$ cat config.mk
export PLATFORM = sky130hd
export DESIGN_NAME = http_request_line_tokenizer
export DESIGN_NICKNAME = d
export VERILOG_FILES = /design/src/rtl/core/hrlt_pkg.sv /design/src/rtl/core/http_request_line_tokenizer.sv /design/src/rtl/core/hrlt_input_stage.sv /design/src/rtl/core/hrlt_parse_core.sv /design/src/rtl/core/hrlt_output_stage.sv
export SDC_FILE = /design/constraint.sdc
export NUM_CORES = 1
export LEC_CHECK = 0
export ABC_AREA = 1
export CAP_MARGIN = 20
export CORE_UTILIZATION = 55
export CTS_BUF_LIST = sky130_fd_sc_hd__clkbuf_16
export CTS_CLUSTER_DIAMETER = 50
export DETAILED_ROUTE_END_ITERATION = 8
export DONT_BUFFER_PORTS = 1
export GPL_ROUTABILITY_DRIVEN = 0
export HOLD_SLACK_MARGIN = 0.08
export PLACE_DENSITY = 0.7
export SYNTH_ARGS = -nofsm -noshare
export SYNTH_HDL_FRONTEND = slang
export SYNTH_HIERARCHICAL = 1
export SYNTH_SLANG_ARGS = --single-unit
$ cat constraint.sdc
create_clock -name clock -period 7.1 [get_ports clock]
set_input_delay 0.355 -clock clock [delete_from_list [all_inputs] [get_ports clock]]
set_output_delay 0.355 -clock clock [all_outputs]
set_load 0.03 [all_outputs]
$ cat src/rtl/core/hrlt_pkg.sv
`timescale 1ns / 1ps
// ----------------------------------------------------------------------------
// hrlt_pkg
// Shared types, codes and character constants for the HTTP request line
// tokenizer.
// ----------------------------------------------------------------------------
package hrlt_pkg;

   // Item limits; counters saturate here
   localparam logic [3:0] PARAM_LIMIT  = 4'd8;
   localparam logic [4:0] HEADER_LIMIT = 5'd16;

   // Characters the parser looks for
   localparam logic [7:0] CH_NUL   = 8'h00;
   localparam logic [7:0] CH_LF    = 8'h0A;
   localparam logic [7:0] CH_CR    = 8'h0D;
   localparam logic [7:0] CH_SPACE = 8'h20;
   localparam logic [7:0] CH_AMP   = 8'h26;
   localparam logic [7:0] CH_QMARK = 8'h3F;
   localparam logic [7:0] CH_E     = 8'h45;
   localparam logic [7:0] CH_G     = 8'h47;
   localparam logic [7:0] CH_O     = 8'h4F;
   localparam logic [7:0] CH_P     = 8'h50;
   localparam logic [7:0] CH_S     = 8'h53;
   localparam logic [7:0] CH_T     = 8'h54;
   localparam logic [7:0] CH_U     = 8'h55;

   // Parser phase
   typedef enum logic [2:0] {
      PH_METHOD,
      PH_PATH,
      PH_QMARK,
      PH_PARAM,
      PH_VERSION,
      PH_HEADER,
      PH_IGNORE
   } phase_type;

   // Region label of a byte
   typedef enum logic [2:0] {
      REG_METHOD,
      REG_PATH,
      REG_PARAM,
      REG_DELIM,
      REG_VERSION,
      REG_HEADER,
      REG_IGNORED,
      REG_TERM
   } region_type;

   // Method code
   typedef enum logic [2:0] {
      MC_PENDING,
      MC_GET,
      MC_POST,
      MC_PUT,
      MC_ERROR
   } method_type;

   // One result item
   typedef struct packed {
      logic        request_done;
      logic        overflow;
      logic [4:0]  header_total;
      logic [3:0]  param_total;
      method_type  method_code;
      logic        item_start;
      logic [4:0]  item_index;
      region_type  region;
   } result_type;

   // Length of the method word, including its closing space
   function automatic logic [2:0] method_len(method_type m);
      logic [2:0] len;
      case (m)
         MC_GET:  len = 3'd4;
         MC_POST: len = 3'd5;
         MC_PUT:  len = 3'd4;
         default: len = 3'd0;
      endcase
      return len;
   endfunction

   // Expected character of the method word at a position
   function automatic logic [7:0] method_char(method_type m, logic [2:0] pos);
      logic [7:0] ch;
      ch = CH_NUL;
      case (m)
         MC_GET: begin
            case (pos)
               3'd0:    ch = CH_G;
               3'd1:    ch = CH_E;
               3'd2:    ch = CH_T;
               3'd3:    ch = CH_SPACE;
               default: ch = CH_NUL;
            endcase
         end
         MC_POST: begin
            case (pos)
               3'd0:    ch = CH_P;
               3'd1:    ch = CH_O;
               3'd2:    ch = CH_S;
               3'd3:    ch = CH_T;
               3'd4:    ch = CH_SPACE;
               default: ch = CH_NUL;
            endcase
         end
         MC_PUT: begin
            case (pos)
               3'd0:    ch = CH_P;
               3'd1:    ch = CH_U;
               3'd2:    ch = CH_T;
               3'd3:    ch = CH_SPACE;
               default: ch = CH_NUL;
            endcase
         end
         default: ch = CH_NUL;
      endcase
      return ch;
   endfunction

endpackage

$ cat src/rtl/core/http_request_line_tokenizer.sv
// Each accepted byte passes the input register, then the result register.
// Throughput: 1 byte per cycle while bytes arrive and rsp_ is not stalled.
// Input and result registers decouple the sides, so a byte is taken while a
// result still waits. Reset (synchronous, active high) empties both registers
// and returns the parser to the method phase with all counts cleared.
`timescale 1ns / 1ps
// ----------------------------------------------------------------------------
// http_request_line_tokenizer
// Labels each HTTP request byte with region, item index and running totals.
// ----------------------------------------------------------------------------
module http_request_line_tokenizer (
   input  logic        clock,
   input  logic        reset,
   input  logic        req_tvalid,
   output logic        req_tready,
   input  logic [7:0]  req_tdata,   // [7:0] data_byte
   output logic        rsp_tvalid,
   input  logic        rsp_tready,
   output logic [23:0] rsp_tdata,   // [2:0] region, [7:3] item_index,
                                    // [8] item_start, [11:9] method_code,
                                    // [15:12] param_total,
                                    // [20:16] header_total, [21] overflow
   output logic        rsp_tlast    // request_done
);

   logic                 hold_valid;
   logic [7:0]           hold_byte;
   logic                 room;
   logic                 step;
   hrlt_pkg::result_type result;

   // Parser advances when a byte is held and the result register has room
   assign step = hold_valid && room;

   hrlt_input_stage u_input (
      .clock      (clock),
      .reset      (reset),
      .req_tvalid (req_tvalid),
      .req_tready (req_tready),
      .req_tdata  (req_tdata),
      .take       (step),
      .hold_valid (hold_valid),
      .hold_byte  (hold_byte)
   );

   hrlt_parse_core u_core (
      .clock     (clock),
      .reset     (reset),
      .step      (step),
      .data_byte (hold_byte),
      .result    (result)
   );

   hrlt_output_stage u_output (
      .clock      (clock),
      .reset      (reset),
      .load       (step),
      .result     (result),
      .room       (room),
      .rsp_tvalid (rsp_tvalid),
      .rsp_tready (rsp_tready),
      .rsp_tdata  (rsp_tdata),
      .rsp_tlast  (rsp_tlast)
   );

   // Checks
   logic [2:0] rsp_region;
   logic [3:0] rsp_params;
   logic [4:0] rsp_headers;
   assign rsp_region  = rsp_tdata[2:0];
   assign rsp_params  = rsp_tdata[15:12];
   assign rsp_headers = rsp_tdata[20:16];

   a_last_is_term: assert property (@(posedge clock) disable iff (reset)
      rsp_tvalid |-> (rsp_tlast == (rsp_region == hrlt_pkg::REG_TERM)))
      else $error("tlast and terminator region disagree");

   a_param_sat: assert property (@(posedge clock) disable iff (reset)
      rsp_tvalid |-> (rsp_params <= hrlt_pkg::PARAM_LIMIT))
      else $error("parameter total above limit");

   a_header_sat: assert property (@(posedge clock) disable iff (reset)
      rsp_tvalid |-> (rsp_headers <= hrlt_pkg::HEADER_LIMIT))
      else $error("header total above limit");

   a_step_fills: assert property (@(posedge clock) disable iff (reset)
      step |=> rsp_tvalid)
      else $error("parsed item did not reach result register");

endmodule

$ cat src/rtl/core/hrlt_input_stage.sv
`timescale 1ns / 1ps
// ----------------------------------------------------------------------------
// hrlt_input_stage
// Input register for request bytes; holds one item until the parser takes it.
// ----------------------------------------------------------------------------
module hrlt_input_stage (
   input  logic       clock,
   input  logic       reset,
   input  logic       req_tvalid,
   output logic       req_tready,
   input  logic [7:0] req_tdata,   // [7:0] data_byte
   input  logic       take,        // parser consumes the held item
   output logic       hold_valid,
   output logic [7:0] hold_byte
);

   logic       valid_ff, valid_in;
   logic [7:0] byte_ff,  byte_in;
   logic       accept;

   // Room when empty or when the held item leaves this cycle
   assign req_tready = !valid_ff || take;
   assign accept     = req_tvalid && req_tready;

   always_comb begin
      valid_in = valid_ff;
      byte_in  = byte_ff;
      if (accept) begin
         valid_in = 1'b1;
         byte_in  = req_tdata;
      end else if (take) begin
         valid_in = 1'b0;
      end
   end

   always_ff @(posedge clock) begin
      if (reset) begin
         valid_ff <= 1'b0;
      end else begin
         valid_ff <= valid_in;
      end
      byte_ff <= byte_in;
   end

   assign hold_valid = valid_ff;
   assign hold_byte  = byte_ff;

endmodule

$ cat src/rtl/core/hrlt_parse_core.sv
`timescale 1ns / 1ps
// ----------------------------------------------------------------------------
// hrlt_parse_core
// Parser state and per-byte labelling logic; state advances on each item.
// ----------------------------------------------------------------------------
module hrlt_parse_core (
   input  logic                clock,
   input  logic                reset,
   input  logic                step,
   input  logic [7:0]          data_byte,
   output hrlt_pkg::result_type result
);

   hrlt_pkg::phase_type  phase_ff,  phase_in;
   logic [2:0]           match_ff,  match_in;
   hrlt_pkg::method_type method_ff, method_in;
   logic [3:0]           param_ff,  param_in;
   logic [4:0]           header_ff, header_in;
   logic                 skip_ff,   skip_in;
   logic                 pending_ff, pending_in;
   logic                 ovf_ff,    ovf_in;

   logic is_brk;
   logic ends_path;

   assign is_brk    = (data_byte == hrlt_pkg::CH_CR) || (data_byte == hrlt_pkg::CH_LF);
   assign ends_path = is_brk || (data_byte == hrlt_pkg::CH_SPACE);

   // Next state and result for the byte at the input
   always_comb begin
      hrlt_pkg::method_type cand;
      logic                 ok;
      logic [2:0]           mlen;
      logic [3:0]           p1;
      logic                 handled;
      logic                 first;

      cand    = method_ff;
      ok      = 1'b0;
      mlen    = 3'd0;
      p1      = param_ff;
      handled = 1'b0;
      first   = 1'b0;

      phase_in   = phase_ff;
      match_in   = match_ff;
      method_in  = method_ff;
      param_in   = param_ff;
      header_in  = header_ff;
      skip_in    = skip_ff;
      pending_in = pending_ff;
      ovf_in     = ovf_ff;

      result              = '0;
      result.region       = hrlt_pkg::REG_IGNORED;
      result.method_code  = hrlt_pkg::MC_PENDING;

      if (data_byte == hrlt_pkg::CH_NUL) begin
         // Terminator: report totals, then back to the reset state
         result.region       = hrlt_pkg::REG_TERM;
         result.method_code  = (phase_ff == hrlt_pkg::PH_VERSION ||
                                phase_ff == hrlt_pkg::PH_HEADER) ?
                               method_ff : hrlt_pkg::MC_ERROR;
         result.param_total  = param_ff;
         result.header_total = header_ff;
         result.overflow     = ovf_ff;
         result.request_done = 1'b1;
         phase_in   = hrlt_pkg::PH_METHOD;
         match_in   = 3'd0;
         method_in  = hrlt_pkg::MC_PENDING;
         param_in   = 4'd0;
         header_in  = 5'd0;
         skip_in    = 1'b0;
         pending_in = 1'b0;
         ovf_in     = 1'b0;
      end else begin
         case (phase_ff)
            hrlt_pkg::PH_METHOD: begin
               if (match_ff == 3'd0) begin
                  if (data_byte == hrlt_pkg::CH_G) begin
                     cand = hrlt_pkg::MC_GET;
                     ok   = 1'b1;
                  end else if (data_byte == hrlt_pkg::CH_P) begin
                     cand = hrlt_pkg::MC_POST;
                     ok   = 1'b1;
                  end
                  if (ok) begin
                     method_in     = cand;
                     match_in      = 3'd1;
                     result.region = hrlt_pkg::REG_METHOD;
                  end
               end else begin
                  // POST and PUT share the first letter; 'U' switches over
                  if (match_ff == 3'd1 && cand == hrlt_pkg::MC_POST &&
                      data_byte == hrlt_pkg::CH_U) begin
                     cand = hrlt_pkg::MC_PUT;
                  end
                  method_in = cand;
                  mlen      = hrlt_pkg::method_len(cand);
                  if (mlen != 3'd0 && match_ff < mlen &&
                      data_byte == hrlt_pkg::method_char(cand, match_ff)) begin
                     ok = 1'b1;
                     if (match_ff + 3'd1 == mlen) begin
                        result.region = hrlt_pkg::REG_DELIM;
                        phase_in      = hrlt_pkg::PH_PATH;
                     end else begin
                        match_in      = match_ff + 3'd1;
                        result.region = hrlt_pkg::REG_METHOD;
                     end
                  end
               end
               if (!ok) begin
                  method_in     = hrlt_pkg::MC_ERROR;
                  phase_in      = hrlt_pkg::PH_IGNORE;
                  result.region = hrlt_pkg::REG_IGNORED;
               end
            end
            hrlt_pkg::PH_PATH: begin
               if (ends_path) begin
                  result.region = hrlt_pkg::REG_DELIM;
                  phase_in      = hrlt_pkg::PH_VERSION;
               end else if (data_byte == hrlt_pkg::CH_QMARK) begin
                  result.region = hrlt_pkg::REG_DELIM;
                  phase_in      = hrlt_pkg::PH_QMARK;
               end else begin
                  result.region = hrlt_pkg::REG_PATH;
               end
            end
            hrlt_pkg::PH_QMARK: begin
               if (ends_path) begin
                  result.region = hrlt_pkg::REG_DELIM;
                  phase_in      = hrlt_pkg::PH_VERSION;
               end else begin
                  // First parameter is counted here in either case
                  if (param_ff < hrlt_pkg::PARAM_LIMIT) p1 = param_ff + 4'd1;
                  else ovf_in = 1'b1;
                  phase_in = hrlt_pkg::PH_PARAM;
                  if (data_byte == hrlt_pkg::CH_AMP) begin
                     // Empty first parameter, then the one the '&' opens
                     if (p1 < hrlt_pkg::PARAM_LIMIT) param_in = p1 + 4'd1;
                     else begin
                        param_in = p1;
                        ovf_in   = 1'b1;
                     end
                     result.region = hrlt_pkg::REG_DELIM;
                     pending_in    = 1'b1;
                  end else begin
                     param_in          = p1;
                     result.region     = hrlt_pkg::REG_PARAM;
                     result.item_start = 1'b1;
                     result.item_index = {1'b0, p1} - 5'd1;
                     pending_in        = 1'b0;
                  end
               end
            end
            hrlt_pkg::PH_PARAM: begin
               if (ends_path) begin
                  result.region = hrlt_pkg::REG_DELIM;
                  phase_in      = hrlt_pkg::PH_VERSION;
                  pending_in    = 1'b0;
               end else if (data_byte == hrlt_pkg::CH_AMP) begin
                  if (param_ff < hrlt_pkg::PARAM_LIMIT) param_in = param_ff + 4'd1;
                  else ovf_in = 1'b1;
                  result.region = hrlt_pkg::REG_DELIM;
                  pending_in    = 1'b1;
               end else begin
                  result.region     = hrlt_pkg::REG_PARAM;
                  result.item_index = {1'b0, param_ff} - 5'd1;
                  result.item_start = pending_ff;
                  pending_in        = 1'b0;
               end
            end
            hrlt_pkg::PH_VERSION: begin
               if (is_brk) begin
                  result.region = hrlt_pkg::REG_DELIM;
                  phase_in      = hrlt_pkg::PH_HEADER;
                  skip_in       = 1'b1;
                  pending_in    = 1'b1;
               end else begin
                  result.region = hrlt_pkg::REG_VERSION;
               end
            end
            hrlt_pkg::PH_HEADER: begin
               // One extra CR or LF after a line break is dropped
               if (skip_ff) begin
                  skip_in = 1'b0;
                  if (is_brk) begin
                     result.region = hrlt_pkg::REG_DELIM;
                     handled       = 1'b1;
                  end
               end
               if (!handled) begin
                  if (pending_ff) begin
                     first      = (header_ff == 5'd0);
                     pending_in = 1'b0;
                     if (header_ff < hrlt_pkg::HEADER_LIMIT) header_in = header_ff + 5'd1;
                     else ovf_in = 1'b1;
                     if (first && is_brk) begin
                        result.region = hrlt_pkg::REG_DELIM;
                        skip_in       = 1'b1;
                        pending_in    = 1'b1;
                     end else begin
                        result.region     = hrlt_pkg::REG_HEADER;
                        result.item_start = 1'b1;
                        result.item_index = header_in - 5'd1;
                     end
                  end else if (is_brk) begin
                     result.region = hrlt_pkg::REG_DELIM;
                     skip_in       = 1'b1;
                     pending_in    = 1'b1;
                  end else begin
                     result.region     = hrlt_pkg::REG_HEADER;
                     result.item_index = header_ff - 5'd1;
                  end
               end
            end
            default: begin
               result.region = hrlt_pkg::REG_IGNORED;
            end
         endcase

         result.method_code  = (phase_in == hrlt_pkg::PH_METHOD) ?
                               hrlt_pkg::MC_PENDING : method_in;
         result.param_total  = param_in;
         result.header_total = header_in;
         result.overflow     = ovf_in;
      end
   end

   // State registers, advanced once per item
   always_ff @(posedge clock) begin
      if (reset) begin
         phase_ff   <= hrlt_pkg::PH_METHOD;
         match_ff   <= 3'd0;
         method_ff  <= hrlt_pkg::MC_PENDING;
         param_ff   <= 4'd0;
         header_ff  <= 5'd0;
         skip_ff    <= 1'b0;
         pending_ff <= 1'b0;
         ovf_ff     <= 1'b0;
      end else if (step) begin
         phase_ff   <= phase_in;
         match_ff   <= match_in;
         method_ff  <= method_in;
         param_ff   <= param_in;
         header_ff  <= header_in;
         skip_ff    <= skip_in;
         pending_ff <= pending_in;
         ovf_ff     <= ovf_in;
      end
   end

endmodule

$ cat src/rtl/core/hrlt_output_stage.sv
`timescale 1ns / 1ps
// ----------------------------------------------------------------------------
// hrlt_output_stage
// Result register; holds one labelled item until the consumer takes it.
// ----------------------------------------------------------------------------
module hrlt_output_stage (
   input  logic                 clock,
   input  logic                 reset,
   input  logic                 load,
   input  hrlt_pkg::result_type result,
   output logic                 room,
   output logic                 rsp_tvalid,
   input  logic                 rsp_tready,
   output logic [23:0]          rsp_tdata,  // [2:0] region, [7:3] item_index,
                                            // [8] item_start, [11:9] method_code,
                                            // [15:12] param_total,
                                            // [20:16] header_total, [21] overflow
   output logic                 rsp_tlast   // request_done
);

   logic                 valid_ff, valid_in;
   hrlt_pkg::result_type data_ff,  data_in;

   // Free when empty or when the held item is taken this cycle
   assign room = !valid_ff || rsp_tready;

   always_comb begin
      valid_in = valid_ff;
      data_in  = data_ff;
      if (load) begin
         valid_in = 1'b1;
         data_in  = result;
      end else if (rsp_tready) begin
         valid_in = 1'b0;
      end
   end

   always_ff @(posedge clock) begin
      if (reset) begin
         valid_ff <= 1'b0;
      end else begin
         valid_ff <= valid_in;
      end
      data_ff <= data_in;
   end

   assign rsp_tvalid = valid_ff;
   assign rsp_tdata  = {2'b00, data_ff.overflow, data_ff.header_total,
                        data_ff.param_total, data_ff.method_code,
                        data_ff.item_start, data_ff.item_index, data_ff.region};
   assign rsp_tlast  = data_ff.request_done;

endmodule

==> results of run 1 <==
## cell type report
| type | instances | area (sq um) | area share [%] |
|---|---|---|---|
| repair buffers | 1 | 7.51 | 0.188 |
| inverters | 75 | 282 | 7.06 |
| clock buffers | 5 | 125 | 3.14 |
| clock inverters | 3 | 16.3 | 0.408 |
| multi-input cells | 376 | 2070 | 51.9 |
| flip-flops and latches | 54 | 1390 | 34.9 |
| well taps | 77 | 96.3 | 2.42 |
## kinds of logic after synthesis
group	after synthesis	share of synthesized area, %
AND/OR/NAND/NOR	217	26.7
flip-flops	54	36.7
AO/OA/AOI/OAI	129	19.7
other	1	0.0989
XOR/XNOR	13	3.00
buffers and inverters	87	8.84
adder cells (fa/ha/maj)	15	4.95
## power by group
group | switching, uW | internal, uW | total [uW]
sequential | 42.1 | 359 | 401
combinational | 101 | 51.0 | 152
clock | 107 | 130 | 236
## Yosys cell counts (all sizes together)
master | instances | area share [%]
nand2 | 98 | 10
inv | 74 | 7.3
o21ai | 56 | 7.6
nor2 | 51 | 5.8
nand3 | 41 | 6.4
a21oi | 36 | 4.9
edfxtp | 31 | 25
dfxtp | 23 | 12
ha | 15 | 4.9
nor3 | 14 | 1.8
nand4 | 10 | 1.6
o211ai | 10 | 2.0
o22ai | 10 | 1.6
xor2 | 9 | 2.1
clkbuf | 8 | 0.79
buf | 4 | 0.63
xnor2 | 4 | 0.92
a31oi | 3 | 0.49
nor4 | 3 | 0.49
o311ai | 3 | 0.69
a211oi | 2 | 0.40
a22oi | 2 | 0.40
o2111ai | 2 | 0.46
a2111oi | 1 | 0.23
a21boi | 1 | 0.20
a221oi | 1 | 0.23
clkinv | 1 | 0.099
conb | 1 | 0.099
o31ai | 1 | 0.20
o41ai | 1 | 0.23
## per-layer routing
layer / track usage (%) / vias to the layer above
li1: - / 1772
met1: 37.5 / 1601
met2: 37.1 / 177
met3: 3.99 / 10
met4: 5.24 / 0
met5: 0 / -
## flip-flops by register name, summed over array words and instances, names as in the netlist
register / count
u_output/rsp_tvalid: 1
u_output/rsp_tlast: 1
u_output/rsp_tdata: 22
u_core/skip_ff: 1
u_core/method_ff: 3
u_input/hold_valid: 1
u_core/header_ff: 5
u_core/pending_ff: 1
u_core/phase_ff: 3
u_core/ovf_ff: 1
u_input/hold_byte: 8
u_core/match_ff: 3
u_core/param_ff: 4
## stage by stage
step | hold WS [ns] | total power, uW | utilization, %
after detailed placement | 0.421 | 556 | 59.2
after global placement | 0.418 | 554 | 59.2
after global routing | 0.110 | 824 | 61.4
after CTS | 0.115 | 790 | 61.4
after floorplan | 0.417 | 523 | -
final | 0.117 | 790 | 61.4
## worst paths after layout
kind | from | endpoint | slack, ns | cells after the start
worst min register to register | u_core/skip_ff$_SDFFE_PP0P_ | u_core/skip_ff$_SDFFE_PP0P_ | 0.49 | 2
worst min-delay path | reset | u_output/rsp_tvalid$_SDFFE_PP0P_ | 0.12 | 1
worst max-delay path | u_core/param_ff[0]$_SDFFE_PP0P_ | u_output/rsp_tdata[14]$_DFFE_PP_ | 4.44 | 10
worst max register to register | u_core/param_ff[0]$_SDFFE_PP0P_ | u_output/rsp_tdata[14]$_DFFE_PP_ | 4.44 | 10
==> metrics.txt, run 1 <==
Core Area=0.00649 sq mm; Max Freq=376 MHz; Mapped Area=0.00379 sq mm; period utilization=37.5%; Yosys cell types=42; Die X=85.0 microns; CP most frequent cell=o21ai_0; Max rail drop VDD=128 uV; P&R area growth vs syn=5.15%; met2 WL=3.86 mm; RSZ-0062 raised after global routing=false; Hold Path Class=input port to register; setup TNS=0 ns; root buffer cell=clkbuf_16; vias in the first global route=3016; grt ovf=0; Slew Viols, Final=0; Final Instance Area=0.00399 sq mm; filler cell count=583; Diodes inserted=0; CP top delay family=compound AO/OA/AOI/OAI gates; initial antenna violation count=0; crit end category=register; Post-Syn Instances=516; Synth Area per Inst=7.35 sq um; drt drc=0; cts repair resizes=0; most frequent cells in the layout=nand2_1, inv_1, o21ai_0; Die Span Y=85.0 microns; placed inst area=0.00385 sq mm; Die ar.=0.00723 sq mm; largest net degree at the start of global routing=56; Clock Path Buffers=2; Leak=0.00159 uW; Buf/Inv on CP=2; Vias/cell=6.02; commonest non-fill, non-tap cell in the layout=nand2_1; Slowest-stage cell, CP=dfxtp_1; DP Wirelength=6.39 mm; CP Cell Sequence=inv_1, ha_1, inv_1, o21ai_0, ha_1, nand4_1, a21boi_0, o21ai_0, o2111ai_1, o21ai_0; #FFs+latches synth=54; worst skew pair latency=0.29 ns; remaining antenna violation count=0; Worst Path Max Fanout=9; Max-Slew Margin vs Limit=37.0%; routed wl met3=682 microns; global-route wire length before repair=14.4 mm; Clk pin slew, worst setup/hold paths=0.07 ns; worst endpoint required time=7.13 ns; H-tree levels=2; vias=3560; Nets=540; minimum setup slack after placement=4.48 ns; Worst Skew=0.00612 ns; Seq/Total Area, Yosys=36.7%; total global-route track usage=24.7%; Setup Buffers After CTS=0; share of layout cells above drive strength 1=7.39%; Syn. warnings=6; CTS tree=yes; drt first pass iters=6; worst setup margin=4.44 ns; crit-path max cell delay=0.53 ns; Initial DRC Count=388; final setup vio count=0; final hold violations=0; row count=29; Least-Margin Pin Slew=0.943 ns; pwr dens=198 mW/mm^2; CTS Sinks=54; max-cap violation count=0; cell count after placement=583; Buffers on Ports=0; Cell Count, Final, Fillers Out=591; I/O pins=39; per-cell routed wire length=14.9 microns; # hold bufs at CTS=0; Crit Path Class=register to register; CTS Buf Count=5; Initial Utilization=58.4%; highest metal used=met4; min cycle time layout=2.66 ns; crit path DAT=2.69 ns; Critical Path Source Type=register; outcome=completed; M1 WL=4.20 mm; WL final=8.80 mm
No activity file was read; power rests on OpenSTA's default activity.
==> run 2: changes to the inputs <==
--- a/config.mk
+++ b/config.mk
@@ -14,7 +14,7 @@
 export DONT_BUFFER_PORTS = 1
 export GPL_ROUTABILITY_DRIVEN = 0
 export HOLD_SLACK_MARGIN = 0.08
-export PLACE_DENSITY = 0.7
+export PLACE_DENSITY = 0.73
 export SYNTH_ARGS = -nofsm -noshare
 export SYNTH_HDL_FRONTEND = slang
 export SYNTH_HIERARCHICAL = 1
==> constraint.sdc (replaced) <==
create_clock -name clock -period 2.3 [get_ports clock]
set_input_delay 0.115 -clock clock [delete_from_list [all_inputs] [get_ports clock]]
set_output_delay 0.115 -clock clock [all_outputs]
set_load 0.03 [all_outputs]
==> run 2 against run 1 <==
Compared with the run above: the flow now finishes with violations (setup timing); non-clock buffer count increased by 95; hold slack improved by 0.16 ns; register-to-register slack got worse by 4.6 ns; clock power increased to 3.7 times the previous value; final cell count increased by 16%; clock skew increased by 0.0026 ns; power increased to 3.5 times the previous value; largest cell class unchanged; critical path depth increased by 8; largest power group unchanged; flip-flop and latch count unchanged.
==> metrics.txt, run 2 (synthesis gave the netlist of run 1 again) <==
outcome=finished with violations (was completed); failing checks=setup timing; pwr dens=553 mW/mm^2 (was 198 mW/mm^2); Buffers on Ports=0 (unchanged); register area=0.00140 sq mm (was 0.00139 sq mm); vias in the first global route=3698 (was 3016); M1 WL=5.02 mm (was 4.20 mm); R2R setup slack=-0.17 ns (was 4.44 ns); Clock Path Buffers=2 (unchanged); Worst Skew=0.00871 ns (was 0.00612 ns); I/O pins=39 (unchanged); drt drc=0 (unchanged); total power=2780 uW (was 790 uW); crit path DAT=2.62 ns (was 2.69 ns); grt ovf=0 (unchanged); Vias/cell=6.09 (was 6.02); initial antenna violation count=0 (unchanged); final hold violations=0 (unchanged); Clk pin slew, worst setup/hold paths=0.07 ns (about the same); per-cell routed wire length=17.2 microns (was 14.9 microns); filler cell count=447 (was 583); global-route wire length before repair=17.6 mm (was 14.4 mm); remaining antenna violation count=0 (unchanged); combinational power share=24.5% (was 19.3%); FF-to-FF End=u_output/rsp_tdata[10]$_DFFE_PP_ (was u_output/rsp_tdata[14]$_DFFE_PP_); total global-route track usage=31.0% (was 24.7%); Worst Path Max Fanout=4 (was 9); Crit Path Class=register to register (unchanged); switching power=890 uW (was 250 uW); flip-flop count of the largest register after layout=22 (unchanged); CTS tree=yes (unchanged); row count=29 (unchanged); Die X=85.0 microns (unchanged); WL final=11.8 mm (was 8.80 mm); min cycle time layout=2.47 ns (was 2.66 ns); area of the multi-input gates=0.00230 sq mm (was 0.00207 sq mm); Initial Utilization=58.4% (unchanged); Internal=1890 uW (was 540 uW); drt first pass iters=5 (was 6); Max-Slew Margin vs Limit=63.4% (was 37.0%); worst setup margin=-0.171 ns (was 4.44 ns); Max rail drop VDD=489 uV (was 128 uV); RSZ-0062 raised after global routing=true (was false); Leak=0.00206 uW (was 0.00159 uW); Least-Margin Pin Slew=0.548 ns (was 0.943 ns); Sw Ratio=32.0% (was 31.7%); Worst Reg-to-Reg Cells=18 (was 10); commonest non-fill, non-tap cell in the layout=nand2_1 (unchanged); DP Wirelength=7.53 mm (was 6.39 mm); root buffer cell=clkbuf_16 (unchanged); vias=4181 (was 3560); met2 WL=5.68 mm (was 3.86 mm); CTS Sinks=54 (unchanged); cell count after placement=648 (was 583); period utilization=107% (was 37.5%); Critical Path Source Type=register (unchanged); largest net degree at the start of global routing=27 (was 56); final setup vio count=16 (was 0); Initial DRC Count=449 (was 388); worst endpoint required time=2.45 ns (was 7.13 ns); Cell Count, Final, Fillers Out=687 (was 591); Nets=636 (was 540); Diodes inserted=0 (unchanged); Core Area=0.00649 sq mm (unchanged); Max Freq=405 MHz (was 376 MHz); Die ar.=0.00723 sq mm (unchanged); Die Span Y=85.0 microns (unchanged); Worst Setup EP=u_output/rsp_tdata[10]$_DFFE_PP_ (was u_output/rsp_tdata[14]$_DFFE_PP_); P&R area growth vs syn=32.6% (was 5.15%); power share of the sequential group=43.9% (was 50.8%); routed wl met3=902 microns (was 682 microns); H-tree levels=2 (unchanged); Clock Power Share=31.6% (was 29.9%); Worst Setup SP=u_input/hold_byte[2]$_DFFE_PP_ (was u_core/param_ff[0]$_SDFFE_PP0P_); most frequent cells in the layout=nand2_1, buf_4, inv_1 (was nand2_1, inv_1, o21ai_0); share of layout cells above drive strength 1=29.0% (was 7.39%); max-cap violation count=0 (unchanged); worst skew pair latency=0.30 ns (was 0.29 ns); Slew Viols, Final=0 (unchanged); Reg2Reg Launch Point=u_input/hold_byte[2]$_DFFE_PP_ (was u_core/param_ff[0]$_SDFFE_PP0P_); crit end category=register (unchanged); highest metal used=met4 (unchanged); Hold Path Class=input port to register (unchanged); CTS Buf Count=5 (unchanged)
==> run 2: cell types whose count changed in the layout (fill, tap and decap cells not counted), sizes merged <==
cell,change
nor2,+1
inv,-2
clkinv,-1
dlygate4sd3,+11
bufinv,+1
clkinvlp,+2
buf,+84
==> run 2: stage by stage <==
| stage | hold WS [ns] | util, % | setup slack (ns) | TNS [ns] | area, sq um |
|---|---|---|---|---|---|
| floorplan | 0.177 | - | 0.00629 | 0 | 3810 |
| global placement | 0.179 | 67.2 | -0.0512 | -0.186 | 4360 |
| detailed placement | 0.182 | 67.2 | -0.164 | -1.09 | 4360 |
| CTS | 0.274 | 74.2 | -0.0901 | -0.433 | 4820 |
| global route | 0.331 | 77.4 | -0.373 | -4.84 | 5030 |
| finish | 0.277 | 77.4 | -0.171 | -1.50 | 5030 |
==> run 2: critical path: stages, from the launching register on <==
cell,delay (ns)
edfxtp_1,0.44
nand2_2,0.12
nor2_2,0.05
nand2_2,0.06
inv_2,0.04
a21oi_2,0.13
ha_2,0.19
nand2_2,0.05
a211oi_2,0.17
nand4_1,0.11
nor2_1,0.13
nand3_2,0.10
nor2_4,0.12
nand3_2,0.09
nand2_4,0.11
o21ai_2,0.05
o21ai_1,0.11
nand2_1,0.12
o21ai_1,0.13
==> run 2: layer usage <==
| layer | global-route usage [%] | vias up |
|---|---|---|
| li1 | - | 1966 |
| met1 | 41.5 | 1936 |
| met2 | 50.9 | 256 |
| met3 | 6.23 | 23 |
| met4 | 8.78 | 0 |
| met5 | 0 | - |
==> run 2: worst min path at each step <==
stage,cells after the start,from,to
2_1_floorplan,1,reset,u_input/hold_valid$_SDFFE_PP0P_
3_3_place_gp,1,reset,u_input/hold_valid$_SDFFE_PP0P_
3_5_place_dp,1,reset,u_input/hold_valid$_SDFFE_PP0P_
4_1_cts,6,rsp_tready,u_core/skip_ff$_SDFFE_PP0P_
5_1_grt,6,rsp_tready,u_core/skip_ff$_SDFFE_PP0P_
6_report,3,reset,u_core/match_ff[1]$_SDFFE_PP0P_
==> run 2: repair_timing <==
| item | CTS | global route |
|---|---|---|
| pin swaps | 13 | 25 |
| setup buffers | 14 | 10 |
| setup endpoints to repair | 14 | 41 |
| cloned | 0 | 1 |
| resized for setup | 24 | 55 |
| hold buffers | 11 | 0 |
| endpoints found under the hold margin | 14 | 0 |
==> run 2: power by group through the flow <==
stage / logic, uW / registers, uW / clock network, uW
5_1_grt: 738 / 1230 / 931
2_1_floorplan: 383 / 1240 / 0
4_1_cts: 615 / 1220 / 884
6_report: 683 / 1220 / 879
3_5_place_dp: 571 / 1240 / 0
3_3_place_gp: 558 / 1240 / 0
==> run 2: final cells by class <==
cell class	instances	area share [%]
tap	77	1.92
clock inverter	3	0.896
inverter	75	5.65
multi-input combinational	377	45.8
sequential	54	27.8
timing repair buffer	96	15.5
clock buffer	5	2.49
==> run 3: changes to the inputs <==
--- a/config.mk
+++ b/config.mk
@@ -8,7 +8,6 @@
 export ABC_AREA = 1
 export CAP_MARGIN = 20
 export CORE_UTILIZATION = 55
-export CTS_BUF_LIST = sky130_fd_sc_hd__clkbuf_16
 export CTS_CLUSTER_DIAMETER = 50
 export DETAILED_ROUTE_END_ITERATION = 8
 export DONT_BUFFER_PORTS = 1
==> run 3 against run 2 <==
Compared with the run above: the run still ends with setup timing left; sequential power about the same; setup slack worse by 0.030 ns; via count is 0.50% higher; critical path depth down 1; global-route usage is 0.37 points lower; register-to-register slack got worse by 0.03 ns; combinational power grew 5.0%; cell area grew 1.7%; critical endpoint is now u_output/rsp_tdata[1]$_DFFE_PP_; highest routed layer unchanged.
==> metrics.txt, run 3 (synthesis gave the netlist of run 1 again) <==
outcome=finished with violations (unchanged); failing checks=setup timing (unchanged); P&R area growth vs syn=34.9% (was 32.6%); vias=4202 (was 4181); Worst Min Path Start=reset (unchanged); crit end category=register (unchanged); Die Span Y=85.0 microns (unchanged); share of layout cells above drive strength 1=31.1% (was 29.0%); Buffers on Ports=0 (unchanged); commonest non-fill, non-tap cell in the layout=buf_4 (was nand2_1); worst skew pair latency=0.31 ns (was 0.30 ns); combinational power share=27.6% (was 24.5%); Final Instance Area=0.00512 sq mm (was 0.00503 sq mm); Max rail drop VDD=388 uV (was 489 uV); per-cell routed wire length=17.3 microns (was 17.2 microns); Sw Ratio=33.9% (was 32.0%); Buf/Inv on CP=2 (was 1); Leak=0.00208 uW (was 0.00206 uW); grt ovf=0 (unchanged); Hold Path Cell Cnt=3 (unchanged); Crit Path Class=register to register (unchanged); R2R setup slack=-0.20 ns (was -0.17 ns); crit-path max cell delay=0.44 ns (about the same); CTS Sinks=54 (unchanged); Clock Power Share=25.4% (was 31.6%); global-route wire length before repair=17.5 mm (was 17.6 mm); Clock Path Buffers=2 (unchanged); total global-route track usage=30.6% (was 31.0%); Initial DRC Count=424 (was 449); placed inst area=0.00436 sq mm (unchanged); CTS Buf Count=5 (unchanged); Initial Utilization=58.4% (unchanged); row count=29 (unchanged); Slew Viols, Final=0 (unchanged); crit path DAT=2.56 ns (was 2.62 ns); pwr dens=508 mW/mm^2 (was 553 mW/mm^2); Clk pin slew, worst setup/hold paths=0.11 ns (was 0.07 ns); min cycle time layout=2.50 ns (was 2.47 ns); WHS Endpoint=u_core/match_ff[1]$_SDFFE_PP0P_ (unchanged); Reg2Reg Launch Point=u_input/hold_byte[6]$_DFFE_PP_ (was u_input/hold_byte[2]$_DFFE_PP_); CP Cell Sequence=nand2_2, nor2_4, nand2_2, inv_2, a21oi_2, ha_2, nand2_2, a211oi_2, nand4_1, nor2_1, nand3_2, nor2_4, nand3_2, nand2_4, inv_1, o21ai_1, nand4_1 (was nand2_2, nor2_2, nand2_2, inv_2, a21oi_2, ha_2, nand2_2, a211oi_2, nand4_1, nor2_1, nand3_2, nor2_4, nand3_2, nand2_4, o21ai_2, o21ai_1, nand2_1, o21ai_1); Vias/cell=6.05 (was 6.09); drt drc=0 (unchanged); H-tree levels=2 (unchanged); Hold Path Class=input port to register (unchanged); initial antenna violation count=0 (unchanged); Max-Slew Margin vs Limit=60.4% (was 63.4%); Die X=85.0 microns (unchanged); WL final=12.1 mm (was 11.8 mm); Cell Count, Final, Fillers Out=695 (was 687); final hold violations=0 (unchanged); I/O pins=39 (unchanged); max-cap violation count=0 (unchanged); Core Area=0.00649 sq mm (unchanged); switching power=881 uW (was 890 uW); Internal=1720 uW (was 1890 uW); power share of the sequential group=47.0% (was 43.9%); flip-flop count of the largest register after layout=22 (unchanged); largest net degree at the start of global routing=27 (unchanged); period utilization=109% (was 107%); CP top delay family=simple AND/OR/NAND/NOR gates (unchanged); Diodes inserted=0 (unchanged); most frequent cells in the layout=buf_4, nand2_1, inv_1 (was nand2_1, buf_4, inv_1); Die ar.=0.00723 sq mm (unchanged); FF-to-FF End=u_output/rsp_tdata[1]$_DFFE_PP_ (was u_output/rsp_tdata[10]$_DFFE_PP_); RSZ-0062 raised after global routing=true (unchanged); Worst Skew=0.0121 ns (was 0.00871 ns); worst endpoint required time=2.36 ns (was 2.45 ns); remaining antenna violation count=0 (unchanged); root buffer cell=clkbuf_8 (was clkbuf_16); Critical Path Source Type=register (unchanged); CTS tree=yes (unchanged); vias in the first global route=3678 (was 3698); total power=2600 uW (was 2780 uW); Worst Reg-to-Reg Cells=17 (was 18); Worst Path Max Fanout=4 (unchanged); final setup vio count=21 (was 16); Least-Margin Pin Slew=0.593 ns (was 0.548 ns); smallest hold slack=0.268 ns (was 0.277 ns); DP Wirelength=7.53 mm (unchanged); Nets=644 (was 636); cell count after placement=648 (unchanged); Slowest-stage cell, CP=edfxtp_1 (unchanged); Max Freq=400 MHz (was 405 MHz); drt first pass iters=6 (was 5); worst setup margin=-0.201 ns (was -0.171 ns); CP most frequent cell=nand2_2 (unchanged)
[run 3: cell count changes in the layout (fill, tap and decap cells not counted), moves of 3 or more]
cell,before,now
clkbuf_16,5,0
inv_4,1,4
o21ai_1,11,16
clkbuf_8,0,5
buf_6,5,8
buf_4,79,84
inv_2,18,15
o21ai_0,39,34
[run 3: power groups by stage]
stage | clock network (uW) | registers [uW] | logic, uW
2_1_floorplan | 0 | 1240 | 383
3_3_place_gp | 0 | 1240 | 558
3_5_place_dp | 0 | 1240 | 571
4_1_cts | 675 | 1220 | 613
5_1_grt | 709 | 1230 | 772
6_report | 660 | 1220 | 717
[run 3: through the flow]
step                      setup WS, ns  setup TNS (ns)  utilization (%)
after floorplan                0.00629               0                -
after global placement         -0.0512          -0.186             67.2
after detailed placement        -0.164           -1.09             67.2
after CTS                      -0.0878          -0.476             73.3
after global routing            -0.433           -6.24             78.8
final                           -0.201           -1.82             78.8
[run 3: layout make-up]
class / count / area [sq um]
clock buffers: 5 / 68.8
clock inverters: 3 / 45.0
repair buffers: 104 / 851
well taps: 77 / 96.3
inverters: 75 / 292
flip-flops and latches: 54 / 1400
multi-input cells: 377 / 2370
fillers: 413 / 1380
[run 3: what timing repair did]
action,in CTS,in global routing
endpoints found under the hold margin,14,0
gates cloned,0,1
pin swaps,11,36
resized for setup,22,79
buffers inserted,15,15
hold buffers,11,0
setup endpoints to repair,14,41
[run 3: how the worst max path moves through the flow]
stage	startpoint	end	cells past startpoint
floorplan	u_core/match_ff[1]$_SDFFE_PP0P_	u_output/rsp_tdata[1]$_DFFE_PP_	17
global placement	u_input/hold_byte[6]$_DFFE_PP_	u_core/match_ff[0]$_SDFFE_PP0P_	18
detailed placement	u_input/hold_byte[0]$_DFFE_PP_	u_output/rsp_tdata[1]$_DFFE_PP_	17
CTS	u_core/match_ff[1]$_SDFFE_PP0P_	u_output/rsp_tdata[1]$_DFFE_PP_	17
global route	u_input/hold_byte[7]$_DFFE_PP_	u_output/rsp_tdata[10]$_DFFE_PP_	13
finish	u_input/hold_byte[6]$_DFFE_PP_	u_output/rsp_tdata[1]$_DFFE_PP_	17
[run 3: metal layers]
layer / share of wire, % / track usage, % / vias to the layer above
li1: - / - / 1975
met1: 40 / 42.0 / 1908
met5: 0 / 0 / -
met2: 47 / 50.8 / 255
met3: 8.2 / 4.28 / 64
met4: 4.4 / 8.01 / 0
[run 3: worst reg2reg max path: stages, from the launching register on]
cell,delay (ns)
edfxtp_1,0.44
nand2_2,0.12
nor2_4,0.05
nand2_2,0.07
inv_2,0.04
a21oi_2,0.13
ha_2,0.19
nand2_2,0.05
a211oi_2,0.17
nand4_1,0.11
nor2_1,0.13
nand3_2,0.10
nor2_4,0.14
nand3_2,0.10
nand2_4,0.11
inv_1,0.05
o21ai_1,0.15
nand4_1,0.11
